$ cat src/rtl/mmpb_pkg.sv
// ----------------------------------------------------------------------------
// mmpb_pkg
// Types and fixed field widths of the mip pyramid box filter.
// ----------------------------------------------------------------------------
`timescale 1ns / 1ps

package mmpb_pkg;

   localparam int PIX_W      = 8;
   localparam int SUM_W      = 32;
   localparam int LEVEL_W    = 4;
   localparam int XY_W       = 11;
   localparam int CFG_W      = 13;
   localparam int CSR_DATA_W = 32;
   localparam int CSR_ADDR_W = 3;

   localparam logic [CFG_W-1:0] DIM_RESET = 13'd4096;

   typedef enum logic [0:0] {
      REG_IMAGE_WIDTH  = 1'b0,
      REG_IMAGE_HEIGHT = 1'b1
   } reg_index_type;

   typedef struct packed {
      logic [SUM_W-1:0] red;
      logic [SUM_W-1:0] green;
      logic [SUM_W-1:0] blue;
   } rgb_type;

endpackage

$ cat src/rtl/mmpb_sum_unit.sv
// ----------------------------------------------------------------------------
// mmpb_sum_unit
// Shared three-lane 32-bit adder for the pair and block sums.
// ----------------------------------------------------------------------------
`timescale 1ns / 1ps

module mmpb_sum_unit import mmpb_pkg::*; (
   input  rgb_type op_a,
   input  rgb_type op_b,
   output rgb_type total
);

   // sums wrap modulo 2^32
   assign total.red   = op_a.red + op_b.red;
   assign total.green = op_a.green + op_b.green;
   assign total.blue  = op_a.blue + op_b.blue;

endmodule

$ cat config.mk
export PLATFORM = sky130hd
export DESIGN_NAME = mmpb_sum_unit
export DESIGN_NICKNAME = d
export VERILOG_FILES = /design/src/rtl/mmpb_pkg.sv /design/src/rtl/mmpb_sum_unit.sv
export SDC_FILE = /design/constraint.sdc
export NUM_CORES = 1
export LEC_CHECK = 0
export ABC_CLOCK_PERIOD_IN_PS = 2700
export BUFFER_PORTS_ARGS = -buffer_cell sky130_fd_sc_hd__buf_4
export CAP_MARGIN = 10
export CORE_MARGIN = 1
export CORE_UTILIZATION = 25
export DETAILED_ROUTE_END_ITERATION = 6
export GPL_ROUTABILITY_DRIVEN = 1
export PLACE_DENSITY = 0.57
export SETUP_SLACK_MARGIN = 0.05
export SYNTH_ARGS = -nofsm -noshare
export SYNTH_HDL_FRONTEND = slang
export SYNTH_SLANG_ARGS = --single-unit
$ cat constraint.sdc
create_clock -name vclk -period 2.7
set_input_delay 0.27 -clock vclk [all_inputs]
set_output_delay 0.27 -clock vclk [all_outputs]
set_load 0.01 [all_outputs]
# After elaboration in Yosys (flattened, before gate mapping)
# Cells that the tools add are included.
[op_classes]
n_addsub = 3
[op_table]
columns = ["cell", "n"]
rows = [
  ["32-bit adder", 3],
]
[word_totals]
register_bits = 0
wordCells = 3

# Depth between registers and ports, before layout
[logic_depth]
word_depth = 1
depth_mapped = 11
mapped_depth_nobuf = 11

# Least setup slack after synthesis
# OpenSTA, ideal clock, no wires.
[synth_timing]
kind = "input-to-output"
start = "input port op_a[64] (netlist bit)"
end = "output port total[92] (netlist bit)"
arrival_ps = 2735
t_required_ps = 2430
slack_ps = -305
stages = 10
cell_sequence = "ha_1 -> fa_1 -> a211oi_1 -> nor2_1 -> o21a_1 -> a221o_1 -> nand2_2 -> a21oi_2 -> or3_4 -> a311oi_1"
[synth_rtl]
columns = ["item", "line", "source"]
rows = [
  ["start: declaration", "mmpb_sum_unit.sv:8", "input rgb_type op_a,"],
  ["end: declaration", "mmpb_sum_unit.sv:10", "output rgb_type total"],
]

==> metrics.md <==
| Metric | Value |
|---|---|
| Maximum number of pins on one net before global-route repair | `9` |
| RSZ-0062 raised after global routing | `true` |
| Total Nets Final | `roughly 1400` |
| Post-route setup slack | `-0.311 ns` |
| DRC violation total after the first TritonRoute iteration | `179` |
| Diodes inserted | `0` |
| Antenna viol nets, final | `0` |
| Multiplexer share of the synthesized area | `0.252%` |
| Maximum fanout encountered on the critical timing path | `3` |
| IR drop worst, VDD | `around 140 uV` |
| Vertical die dimension | `around 140 um` |
| Vias in the first global route | `approximately 6000` |
| Endpoints failing hold | `0` |
| Average routed wire per standard cell | `~14 um` |
| Post-synth top area cell | `ha_1` |
| Clkbuf count | `0` |
| DPL Wire Length | `about 15000 um` |
| Critical path data required time | `roughly 2.4 ns` |
| Simple-gate area share of the yosys netlist | `19.2%` |
| Dominant combinational cell family by area after synthesis | `compound AO/OA/AOI/OAI gates` |
| Post-synthesis instance area | `around 4500 um^2` |
| Slowest cell on crit path | `fa_2` |
| Wire length of the first global-routing pass | `roughly 27000 um` |
| Max-slew violations | `0` |
| Run status | `finished with violations` |
| Part of the Yosys area used for sequential elements | `0%` |
| Most common library cell in the layout ignoring fill and taps | `buf_4` |
| Crit path cell chain | `buf_6, ha_4, fa_2, a211oi_2, nor2_2, o21a_1, a221o_1, nand2_2, a21oi_4, or3_4, a311oi_4, buf_4` |
| Area of combinational cells with multiple inputs | `roughly 5300 um^2` |
| Count of standard-cell rows | `48` |
| Overall fraction of global-route tracks in use | `roughly 18%` |
| Final setup violating endpoints | `16` |
| Class of the tightest hold or removal check | `in -> out` |
| Mapped Cells | `~620` |
| Post-route DRC | `0` |
| Category of the worst setup path capture point | `output port` |
| Count of filler cells inserted in the layout | `between 1500 and 2000` |
| Initial Utilization | `25.7%` |
| Area fraction of the dominant cell type after synthesis | `a little over a quarter` |
| Detailed-route via count | `between 6000 and 7000` |
| Hold Worst Slack | `between 0.8 and 0.9 ns` |
| Sum of overflow across all layers after global routing | `0` |
| Total iterations of the first detailed-routing run | `4` |
| Area of the die | `between 15000 and 20000 um^2` |
| Worst path arrival time | `about 2.7 ns` |
| Count of buffers from port buffering | `288` |
| Storage cell area | `0 um^2` |
| Final critical-path share of the clock period | `112%` |
| Ys Warns | `0` |
| Pleak | `about 0.0045 uW` |
| Antenna violations before repair | `0` |
| Total core area | `~17000 um^2` |
| Fmax achieved | `~330 MHz` |
| Average instance area after synthesis | `between 7 and 8 um^2` |
| Netlist cell types | `56` |
| Routed vias/inst | `between 4 and 5` |
| Number of ports placed on the die boundary | `about 290` |
| Headroom to the max-slew limit | `67.1%` |
| Critical path's largest stage delay | `around 0.38 ns` |
| PnR Total Power | `about 2700 uW` |
| Max_cap viols | `0` |
| Utilization after layout | `53.2%` |
| Share of final-layout standard cells stronger than drive strength 1 | `54.6%` |
| Power per Cell Area | `about 290 nW/um^2` |
| # hold bufs at CTS | `0` |
| Worst Max-Slew Pin Slew | `between 0.4 and 0.5 ns` |
| Nature of the critical path startpoint | `input pin` |
| Die Wd | `136 um` |
| Highest-count cells in the layout ignoring fill and taps | `buf_4 (408), ha_1 (67), nor2_1 (53)` |
| Leading cell types by total area after synthesis | `ha_1 (26%), xnor2_1 (11%), a21oi_1 (8.2%)` |
| Compound-Gate Fraction of Synth Area | `34.9%` |
| Failing checks | `setup timing` |
| Total wire length after detailed routing | `roughly 18000 um` |
| Post-synthesis share of cell area spent on full adders, half adders and majority gates | `a little over a quarter` |
| Area growth, synth to finish | `107%` |
| Critical setup path kind | `in -> out` |
| Net count after synthesis | `912` |
| Minimum period implied by the final worst setup slack | `between 3 and 4 ns` |
| Synth Area in XOR/XNOR | `16.5%` |
| Routability congestion estimate | `between 0.8 and 0.9` |
| FFs & Latches | `0` |
-- kinds of logic after synthesis --
family,Yosys count
AND/OR/NAND/NOR,181
adder cells (fa/ha/maj),96
AO/OA/AOI/OAI,241
buffers and inverters,21
multiplexers,1
XOR/XNOR,84
-- synth_stat cells (3+ instances only) --
cell	instances
ha_1	93
a21oi_1	73
nor2_1	60
xnor2_1	54
nand2_1	46
a21o_1	44
o21ai_0	37
xor2_1	30
inv_1	18
nand3_1	17
a211oi_1	13
o21a_1	12
o21bai_1	10
nor2b_1	9
and3_1	8
nand4_1	7
nor3_1	7
a31oi_1	6
o211ai_1	6
and2_1	5
o22ai_1	5
a41oi_1	4
nor3b_1	4
o31ai_1	4
or2_2	4
clkbuf_1	3
fa_1	3
nand2b_1	3
o21ai_1	3
-- power by group --
group          switching [uW]  leakage (uW)  internal [uW]
registers                   0             0              0
clock network               0             0              0
logic                    1210       0.00452           1480
-- worst max-delay path: cells and delay by family --
kind                     cells  cell delay, ns
buffers and inverters        2            0.26
AO/OA/AOI/OAI                5            1.12
adder cells (fa/ha/maj)      2            0.53
AND/OR/NAND/NOR              3            0.55
-- layout make-up --
| type | instances | area share, % |
|---|---|---|
| Inverter | 18 | 0.731 |
| Tap cell | 225 | 3.05 |
| Timing Repair Buffer | 450 | 38.4 |
| Multi-Input combinational cell | 603 | 57.8 |
-- metal layers --
metal  share of wire, %  track usage (%)  wire [um]
met1                 45             23.1       8050
met3                6.6             2.13       1190
met2                 48             31.9       8640
met4               0.88            0.749        159
met5                  0                0          0
-- metrics by stage --
step | instance area (um^2) | setup TNS, ns | setup WS (ns) | instances
floorplan | 4580 | 0 | 0.00144 | 624
CTS | 8810 | -3.63 | -0.309 | 1290
global route | 9240 | -4.86 | -0.413 | 1296
finish | 9240 | -2.52 | -0.311 | 1296
global placement | 7960 | -7.35 | -0.364 | 1261
detailed placement | 7960 | -7.91 | -0.429 | 1261
-- what timing repair did --
action | CTS | global route
buffers inserted | 30 | 13
pin swaps | 73 | 63
endpoints found under the setup margin | 43 | 45
resized for setup | 118 | 81
-- worst paths after layout --
kind	from	endpoint	slack (ns)	depth (start not counted)
max	op_a[64]	total[92]	-0.31	12
min	op_a[0]	total[0]	0.83	3
No activity file was read; power rests on OpenSTA's default activity.
